$ cat config.mk
export PLATFORM = sky130hd
export DESIGN_NAME = hsv_to_rgb_converter
export DESIGN_NICKNAME = d
export VERILOG_FILES = /design/src/rtl/hsvrgb_pkg.sv /design/src/rtl/hsv_to_rgb_converter.sv
export SDC_FILE = /design/constraint.sdc
export NUM_CORES = 1
export LEC_CHECK = 0
export BUFFER_PORTS_ARGS = -buffer_cell sky130_fd_sc_hd__buf_2
export CAP_MARGIN = 20
export CORE_MARGIN = 3
export CORE_UTILIZATION = 30
export CTS_CLUSTER_SIZE = 8
export DETAILED_ROUTE_END_ITERATION = 16
export GPL_ROUTABILITY_DRIVEN = 0
export MAX_ROUTING_LAYER = met4
export SLEW_MARGIN = 20
export SYNTH_ARGS = -nofsm -noshare
export SYNTH_HDL_FRONTEND = slang
export SYNTH_SLANG_ARGS = --single-unit
export TNS_END_PERCENT = 100
$ cat constraint.sdc
create_clock -name clk -period 7 [get_ports clk]
set_input_delay 1.4 -clock clk [delete_from_list [all_inputs] [get_ports clk]]
set_output_delay 1.4 -clock clk [all_outputs]
set_load 0.1 [all_outputs]
$ cat src/rtl/hsvrgb_pkg.sv
package hsvrgb_pkg;

  localparam int HueW  = 9;
  localparam int ChanW = 8;

  // Degrees per sector and the sector number width (hue/60 reaches 8)
  localparam int SectorSpan = 60;
  localparam int SectorW    = 4;
  localparam int PosW       = 6;
  localparam int FracW      = 7;

  // hue / 60 as (hue * 1093) >> 16, exact for every 9-bit hue
  localparam int HueRecip      = 1093;
  localparam int HueRecipW     = 11;
  localparam int HueRecipShift = 16;

  // x / 60 as (x * 17477) >> 20, exact for x up to 255 * 60
  localparam int DivRecip      = 17477;
  localparam int DivRecipW     = 15;
  localparam int DivRecipShift = 20;

  localparam int UpProdW   = ChanW + PosW;
  localparam int DownProdW = ChanW + FracW;
  localparam int QuotProdW = DownProdW + DivRecipW;

  // Sector codes
  localparam logic [SectorW-1:0] SEC_RED_GREEN_UP  = 4'd0;
  localparam logic [SectorW-1:0] SEC_RED_DOWN      = 4'd1;
  localparam logic [SectorW-1:0] SEC_BLUE_UP       = 4'd2;
  localparam logic [SectorW-1:0] SEC_GREEN_DOWN    = 4'd3;
  localparam logic [SectorW-1:0] SEC_RED_UP        = 4'd4;

  typedef logic [ChanW-1:0] chan_t;

endpackage

$ cat src/rtl/hsv_to_rgb_converter.sv
// Channel   Direction  Ports                         Transfer
// -------   ---------  ----------------------------  ------------------------------
// pixel in  input      hue, saturation, brightness   edge with start high, busy low
// pixel out output     red, green, blue              edge that ends the done cycle
//
// Cycles: a pixel enters every clock; its RGB result shows on done once it has
// passed the five register stages: sector split and base product, remainder and
// span, ramp products, divide-by-60 product, final mix.
// Reset: rst clears the stage valid bits only; data registers carry no reset.
// Stalls: none; busy stays low and the receiver takes every result as shown.
module hsv_to_rgb_converter
  import hsvrgb_pkg::*;
(
  input  logic             clk,
  input  logic             rst,
  input  logic             start,
  output logic             busy,
  input  logic [HueW-1:0]  hue,
  input  logic [ChanW-1:0] saturation,
  input  logic [ChanW-1:0] brightness,
  output logic             done,
  output logic [ChanW-1:0] red,
  output logic [ChanW-1:0] green,
  output logic [ChanW-1:0] blue
);

  // Stage valid bits travel alongside the data
  logic [4:0] valid;

  // Stage 1: sector estimate and floor product
  logic [HueW+HueRecipW-1:0] sec_prod;
  logic [2*ChanW-1:0]        base_prod;
  logic [HueW-1:0]           s1_hue;
  logic [SectorW-1:0]        s1_sector;
  chan_t                     s1_base;
  chan_t                     s1_val;
  logic                      s1_grey;

  // Stage 2: position inside the sector and ramp span
  logic [HueW-1:0]           sector_start;
  logic [HueW-1:0]           hue_rem;
  logic [PosW-1:0]           s2_pos;
  chan_t                     s2_span;
  logic [SectorW-1:0]        s2_sector;
  chan_t                     s2_base;
  chan_t                     s2_val;
  logic                      s2_grey;

  // Stage 3: rising and falling ramp products
  logic [FracW-1:0]          frac_down;
  logic [UpProdW-1:0]        s3_up_prod;
  logic [DownProdW-1:0]      s3_down_prod;
  logic [SectorW-1:0]        s3_sector;
  chan_t                     s3_base;
  chan_t                     s3_val;
  logic                      s3_grey;

  // Stage 4: divide by the sector span through a reciprocal
  logic [QuotProdW-1:0]      s4_up_quot;
  logic [QuotProdW-1:0]      s4_down_quot;
  logic [SectorW-1:0]        s4_sector;
  chan_t                     s4_base;
  chan_t                     s4_val;
  logic                      s4_grey;

  // Stage 5: ramp levels and channel selection
  chan_t                     up_lvl;
  chan_t                     down_lvl;
  chan_t                     red_next;
  chan_t                     green_next;
  chan_t                     blue_next;

  assign busy = 1'b0;
  assign done = valid[4];

  always_ff @(posedge clk) begin
    if (rst) begin
      valid <= '0;
    end else begin
      valid <= {valid[3:0], start & ~busy};
    end
  end

  // Stage 1
  assign sec_prod  = HueW'(hue) * HueRecipW'(HueRecip);
  assign base_prod = (ChanW'(255) - saturation) * brightness;

  always_ff @(posedge clk) begin
    s1_hue    <= hue;
    s1_sector <= sec_prod[HueRecipShift +: SectorW];
    s1_base   <= base_prod[2*ChanW-1:ChanW];
    s1_val    <= brightness;
    s1_grey   <= (saturation == '0);
  end

  // Stage 2: remainder hue - 60 * sector, always below 60
  assign sector_start = HueW'(s1_sector) * HueW'(SectorSpan);
  assign hue_rem      = s1_hue - sector_start;

  always_ff @(posedge clk) begin
    s2_pos    <= hue_rem[PosW-1:0];
    s2_span   <= s1_val - s1_base;
    s2_sector <= s1_sector;
    s2_base   <= s1_base;
    s2_val    <= s1_val;
    s2_grey   <= s1_grey;
  end

  // Stage 3
  assign frac_down = FracW'(SectorSpan) - FracW'(s2_pos);

  always_ff @(posedge clk) begin
    s3_up_prod   <= s2_span * UpProdW'(s2_pos);
    s3_down_prod <= DownProdW'(s2_span) * DownProdW'(frac_down);
    s3_sector    <= s2_sector;
    s3_base      <= s2_base;
    s3_val       <= s2_val;
    s3_grey      <= s2_grey;
  end

  // Stage 4
  always_ff @(posedge clk) begin
    s4_up_quot   <= QuotProdW'(s3_up_prod) * QuotProdW'(DivRecip);
    s4_down_quot <= QuotProdW'(s3_down_prod) * QuotProdW'(DivRecip);
    s4_sector    <= s3_sector;
    s4_base      <= s3_base;
    s4_val       <= s3_val;
    s4_grey      <= s3_grey;
  end

  // Stage 5: the ramp never passes brightness, so eight bits hold the sum
  assign up_lvl   = s4_up_quot[DivRecipShift +: ChanW] + s4_base;
  assign down_lvl = s4_down_quot[DivRecipShift +: ChanW] + s4_base;

  always_comb begin
    red_next   = s4_val;
    green_next = s4_base;
    blue_next  = down_lvl;
    if (s4_grey) begin
      red_next   = s4_val;
      green_next = s4_val;
      blue_next  = s4_val;
    end else begin
      case (s4_sector)
        SEC_RED_GREEN_UP: begin
          red_next   = s4_val;
          green_next = up_lvl;
          blue_next  = s4_base;
        end
        SEC_RED_DOWN: begin
          red_next   = down_lvl;
          green_next = s4_val;
          blue_next  = s4_base;
        end
        SEC_BLUE_UP: begin
          red_next   = s4_base;
          green_next = s4_val;
          blue_next  = up_lvl;
        end
        SEC_GREEN_DOWN: begin
          red_next   = s4_base;
          green_next = down_lvl;
          blue_next  = s4_val;
        end
        SEC_RED_UP: begin
          red_next   = up_lvl;
          green_next = s4_base;
          blue_next  = s4_val;
        end
        default: begin
          // last sector, also taken by hue codes past 359
          red_next   = s4_val;
          green_next = s4_base;
          blue_next  = down_lvl;
        end
      endcase
    end
  end

  always_ff @(posedge clk) begin
    red   <= red_next;
    green <= green_next;
    blue  <= blue_next;
  end

`ifndef SYNTH
  // Every accepted pixel comes out as a result on done
  a_latency: assert property (@(posedge clk) disable iff (rst)
    (start && !busy) |-> ##5 done)
    else $error("accepted pixel did not produce a result");

  a_no_phantom: assert property (@(posedge clk) disable iff (rst)
    done |-> $past(start, 5))
    else $error("result without an accepted pixel");

  // One channel always sits at the brightness of the pixel
  a_peak: assert property (@(posedge clk) disable iff (rst)
    done |-> (red == $past(brightness, 5) || green == $past(brightness, 5) ||
              blue == $past(brightness, 5)))
    else $error("no channel equals brightness");

  a_grey: assert property (@(posedge clk) disable iff (rst)
    (done && $past(saturation, 5) == '0) |-> (red == green && green == blue))
    else $error("grey pixel has unequal channels");
`endif

endmodule

Word level (Yosys, flattened, before mapping). Cells that the tools add are included.

Flip-flop bits (word level): 218. Output and inout port bits: 26.

Add/subtract/negate cells: 6. $mul: 7. Eq/ne operators: 4. Muxes and demuxes: 6. Reduce and logical (&&, ||, !) cells: 6.

Operators with widths (count): case mux 8 bit (3 select lines) (3); multiplier 14 x 15 -> 28 bit (second input constant) (1); multiplier 15 x 15 -> 28 bit (second input constant) (1); 2-to-1 mux 8 bit (3); multiplier 9 x 11 -> 20 bit (second input constant) (1); adder 8 bit (2); multiplier 9 x 9 -> 16 bit (1); multiplier 8 x 7 -> 15 bit (1); multiplier 8 x 6 -> 14 bit (1); subtractor 8 x 8 -> 9 bit (first input constant) (1); == test 4 x 2 -> 1 bit (second input constant) (2); zero test 8 bit (1); OR reduction 2 bit (4); subtractor 8 bit (1); subtractor 6 x 6 -> 7 bit (first input constant) (1); subtractor 6 bit (1); == test 4 x 1 -> 1 bit (second input constant) (1); == test 4 x 3 -> 1 bit (second input constant) (1); zero test 4 bit (1); multiplier 4 x 1 -> 4 bit (second input constant) (1).

Logic depth before layout (Yosys ltp).
Depth in word-level cells: 4. Gate-level depth with buffers: 21. Depth with buffers taken out: 20.

Least setup slack after synthesis. No wires, ideal clock.

Kind: in2reg. Start point: in saturation[4]. End point: reg s1_base[7]. Arrival time: 5.347 ns. Data required time: 6.885 ns. Setup slack: 1.538 ns. Stages on the path: 15. Cells stage by stage: nand2b_1 fa_1 inv_1 fa_1 inv_1 fa_1 inv_1 fa_1 ha_1 a21o_1 a21o_1 a41o_1 a31o_1 or4_1 and3_1.

Longest elaborated chain between the ends: 2.

RTL lines: start: declaration (RTL line hsv_to_rgb_converter.sv:19) `input logic [ChanW-1:0] saturation,`; subtractor 8 x 8 -> 9 bit (RTL line hsv_to_rgb_converter.sv:86) `assign base_prod = (ChanW'(255) - saturation) * brightness;`; multiplier 9 x 9 -> 16 bit (RTL line hsv_to_rgb_converter.sv:86); via base_prod[15] (RTL line hsv_to_rgb_converter.sv:32) `logic [2*ChanW-1:0] base_prod;`; end signal: assignment (RTL line hsv_to_rgb_converter.sv:91) `s1_base <= base_prod[2*ChanW-1:ChanW];`; end: declaration (RTL line hsv_to_rgb_converter.sv:35) `chan_t s1_base;`.

The timed path passes the listed nets, and every way through them passes these cells. A chain may end at the register's enable or synchronous reset.

Final worst setup path.
Start point: reg s2_pos[0]. End point: reg s3_down_prod[14].

Longest elaborated chain between the ends: 2.

RTL lines: start: declaration (RTL line hsv_to_rgb_converter.sv:42) `logic [PosW-1:0] s2_pos;`; start signal: assignment (RTL line hsv_to_rgb_converter.sv:101) `s2_pos <= hue_rem[PosW-1:0];`; subtractor 6 x 6 -> 7 bit (RTL line hsv_to_rgb_converter.sv:110) `assign frac_down = FracW'(SectorSpan) - FracW'(s2_pos);`; multiplier 8 x 7 -> 15 bit (RTL line hsv_to_rgb_converter.sv:114) `s3_down_prod <= DownProdW'(s2_span) * DownProdW'(frac_down);`; end signal: assignment (RTL line hsv_to_rgb_converter.sv:114); end: declaration (RTL line hsv_to_rgb_converter.sv:52) `logic [DownProdW-1:0] s3_down_prod;`.

Every way passes these cells.

==> summary.txt <==
STA
  • Fin. Hold Viols: 0
  • RSZ-0062 raised after global routing: no
  • Slew Limit Fails: 0
  • Finish-stage setup viols: 0
  • Tmin final: 5.42 ns
  • Maximum clock frequency: 184 MHz
  • Setup TNS: 0 ns
  • Worst slew pin tran: 1.17 ns
  • Slew HR: 21.4%
  • Clk_skew: 0.0143 ns
  • Ratio of final minimum period to clock period: 77.5%

Setup path
  • Crit start category: flop
  • Largest delay contributor family on the critical path: adder cells
  • RR Startpoint: s2_pos[0]
  • Flop2flop setup slack: 1.58 ns
  • Worst path required time: 7.33 ns
  • Max incr delay on CP: 0.55 ns
  • Crit end category: flop
  • Critical path cell sequence: inv_1 > ha_1 > nor2_1 > and3_1 > nand2_1 > fa_1 > fa_1 > inv_1 > fa_1 > inv_1 > fa_1 > inv_1 > ha_1 > inv_1 > o21bai_1 > a21oi_1 > o221ai_1 > or4_1 > and3_1
  • R2R depth: 19
  • CP Class: reg -> reg
  • Crit-path most repeated cell: inv_1
  • Crit path max fanout: 11
  • Reg-to-Reg End: s3_down_prod[14]
  • CP max stage cell: dfxtp_1
  • Critical Path AT: 5.75 ns
  • Critical path buffer and inverter count: 5

Logic synthesis
  • Netlist cell types: 69
  • Synth Instances: 1615
  • Post-Syn Area: 15800 µm²
  • Count of flip-flops with a built-in enable after synthesis: 0
  • Ys flop type: dfxtp_1
  • YS warnings: 0
  • Seq cells post-synth: 177
  • Register area share after synthesis: 22.4%
  • Ys async rst share: 0%
  • Post-synthesis average cell area: 9.78 µm²
  • Syn_nets: 2114

Drt
  • First-pass iteration count of the detailed router: 5
  • Initial drt markers: 434
  • Via count: 11.0k
  • Antenna violation net count after detailed routing: 0
  • DRT Wirelength: 32.5 mm
  • Drt drc: 0
  • Drt wl/cell: 13.9 µm
  • Vias/cell: 4.69

CTS
  • Bufs on Longest Clock Path: 2
  • CTS Buf Count: 17
  • Clock transition at the registers of the reported paths: 0.07 ns
  • Post-CTS Setup Bufs: 0
  • Clock root buffer master: clkbuf_16
  • Worst skew pair latency: 0.45 ns
  • CTS tree: done
  • # clock sinks: 177
  • Number of H-tree levels: 4
  • Hold buffer count at cts: 0
  • Cts repair resizes: 0

Cells and area
  • Most frequent cells in the layout: ha_1, inv_1, dfxtp_1
  • # fillers: 5236
  • Antenna diode count: 0
  • Final Net Count: 2151
  • Max FFs per register: 15
  • Layout Cells excl Fill: 2345
  • Area Growth Syn to Fin: 10.0%
  • Regs by FF count: s3_down_prod x15, s3_up_prod x13
  • Top register by number of flip-flops: s3_down_prod
  • Commonest non-fill, non-tap cell in the layout: ha_1
  • Share of cells above drive strength 1: 5.59%

Worst hold path
  • Worst hold path class: reg -> reg
  • Worst hold path depth: 0
  • HP Start: s2_base[4]
  • Worst-case hold path end point: s3_base[4]

Global route
  • First-pass GRT wire length: 55.6 mm
  • Global route overflow: 0
  • GRT Total Usage: 12.4%
  • Largest net degree at the start of global routing: 38
  • Initial antenna violation count: 1
  • Vias in the first global route: 11.3k

Run status
  • Status: finished clean

Place
  • DP Wirelength: 26.7 mm
  • Port Buf Inserts: 52
  • Placed Cells incl. Taps: 2313

Run
  • Max-cap violations: 0

Floorplanning
  • Die ar.: 55400 µm²
  • Num ports: 54
  • Core area: 51700 µm²
  • Die Span Y: 235 µm
  • Initial core utilization: 30.5%
  • Die width: 235 µm
  • FP Rows: 83
worst max path at each step:
stage / start / to / slack (ns) / cells after the start
final: s2_pos[0] / s3_down_prod[14] / 1.58 / 19
after global routing: s2_pos[0] / s3_down_prod[14] / 1.15 / 19
after CTS: s2_pos[4] / s3_down_prod[14] / 1.55 / 17
after detailed placement: saturation[3] / s1_base[7] / 1.17 / 17
after global placement: saturation[3] / s1_base[7] / 1.24 / 17
after floorplan: saturation[4] / s1_base[7] / 1.54 / 15
synth_stat cells (7+ instances only):
cell type / instances / area share (%)
ha_1: 331 / 26
nand2b_1: 34 / 1.3
nor4_1: 9 / 0.36
mux2i_1: 10 / 0.63
nand3_1: 13 / 0.41
o22ai_1: 7 / 0.28
nor2b_1: 33 / 1.3
o21bai_1: 13 / 0.62
o31ai_1: 7 / 0.33
and3_1: 9 / 0.36
o21ai_0: 37 / 1.2
fa_1: 140 / 18
inv_1: 264 / 6.3
and2b_1: 9 / 0.43
clkbuf_1: 30 / 0.71
a211oi_1: 7 / 0.33
xor2_1: 29 / 1.6
nor3_1: 17 / 0.54
xnor2_1: 42 / 2.3
a221oi_1: 7 / 0.39
dfxtp_1: 177 / 22
nand4_1: 12 / 0.48
a21o_1: 26 / 1.2
nor2_1: 48 / 1.1
nand2_1: 81 / 1.9
and2_1: 67 / 2.7
o21a_1: 8 / 0.38
a21oi_1: 68 / 2.2
cell families (layout without fill, tap and decap cells):
kind of cell | count (synthesis) | after routing | share of synthesized area (%)
multiplexers | 11 | 11 | 0.705
flip-flops | 177 | 177 | 22.4
other | 1 | 1 | 0.0237
AO/OA/AOI/OAI | 226 | 226 | 9.53
AND/OR/NAND/NOR | 359 | 359 | 12.3
XOR/XNOR | 71 | 71 | 3.94
buffers and inverters | 299 | 349 | 7.14
adder cells (fa/ha/maj) | 471 | 471 | 44.0
stage by stage:
step / cell area [µm²] / hold slack [ns] / util, % / setup WS (ns)
after CTS: 17400 / 0.321 / 33.6 / 1.55
after detailed placement: 16800 / 0.312 / 32.4 / 1.17
after global placement: 16800 / 0.311 / 32.4 / 1.24
final: 17400 / 0.323 / 33.6 / 1.58
after floorplan: 15800 / 0.310 / - / 1.54
after global routing: 17400 / 0.332 / 33.6 / 1.15
metal layers:
layer | routed length, µm | vias up | part of all wire, % | track usage, %
met1 | 15600 | 5274 | 48 | 16.3
met3 | 1250 | 42 | 3.9 | 1.77
met2 | 15200 | 196 | 47 | 20.1
met5 | 0 | - | 0 | -
met4 | 472 | 0 | 1.5 | 3.36
li1 | - | 5478 | - | -
cell type report:
class / count / area, µm² / area share (%)
multi-input combinational: 1139 / 11100 / 64.0
clock inverter: 14 / 158 / 0.907
tap: 680 / 851 / 4.90
inverter: 264 / 991 / 5.70
sequential: 177 / 3540 / 20.4
timing repair buffer: 53 / 268 / 1.54
clock buffer: 18 / 439 / 2.53
Power is not shown: default switching activity piles up to over one toggle a cycle in this logic, so the estimate is an artifact.
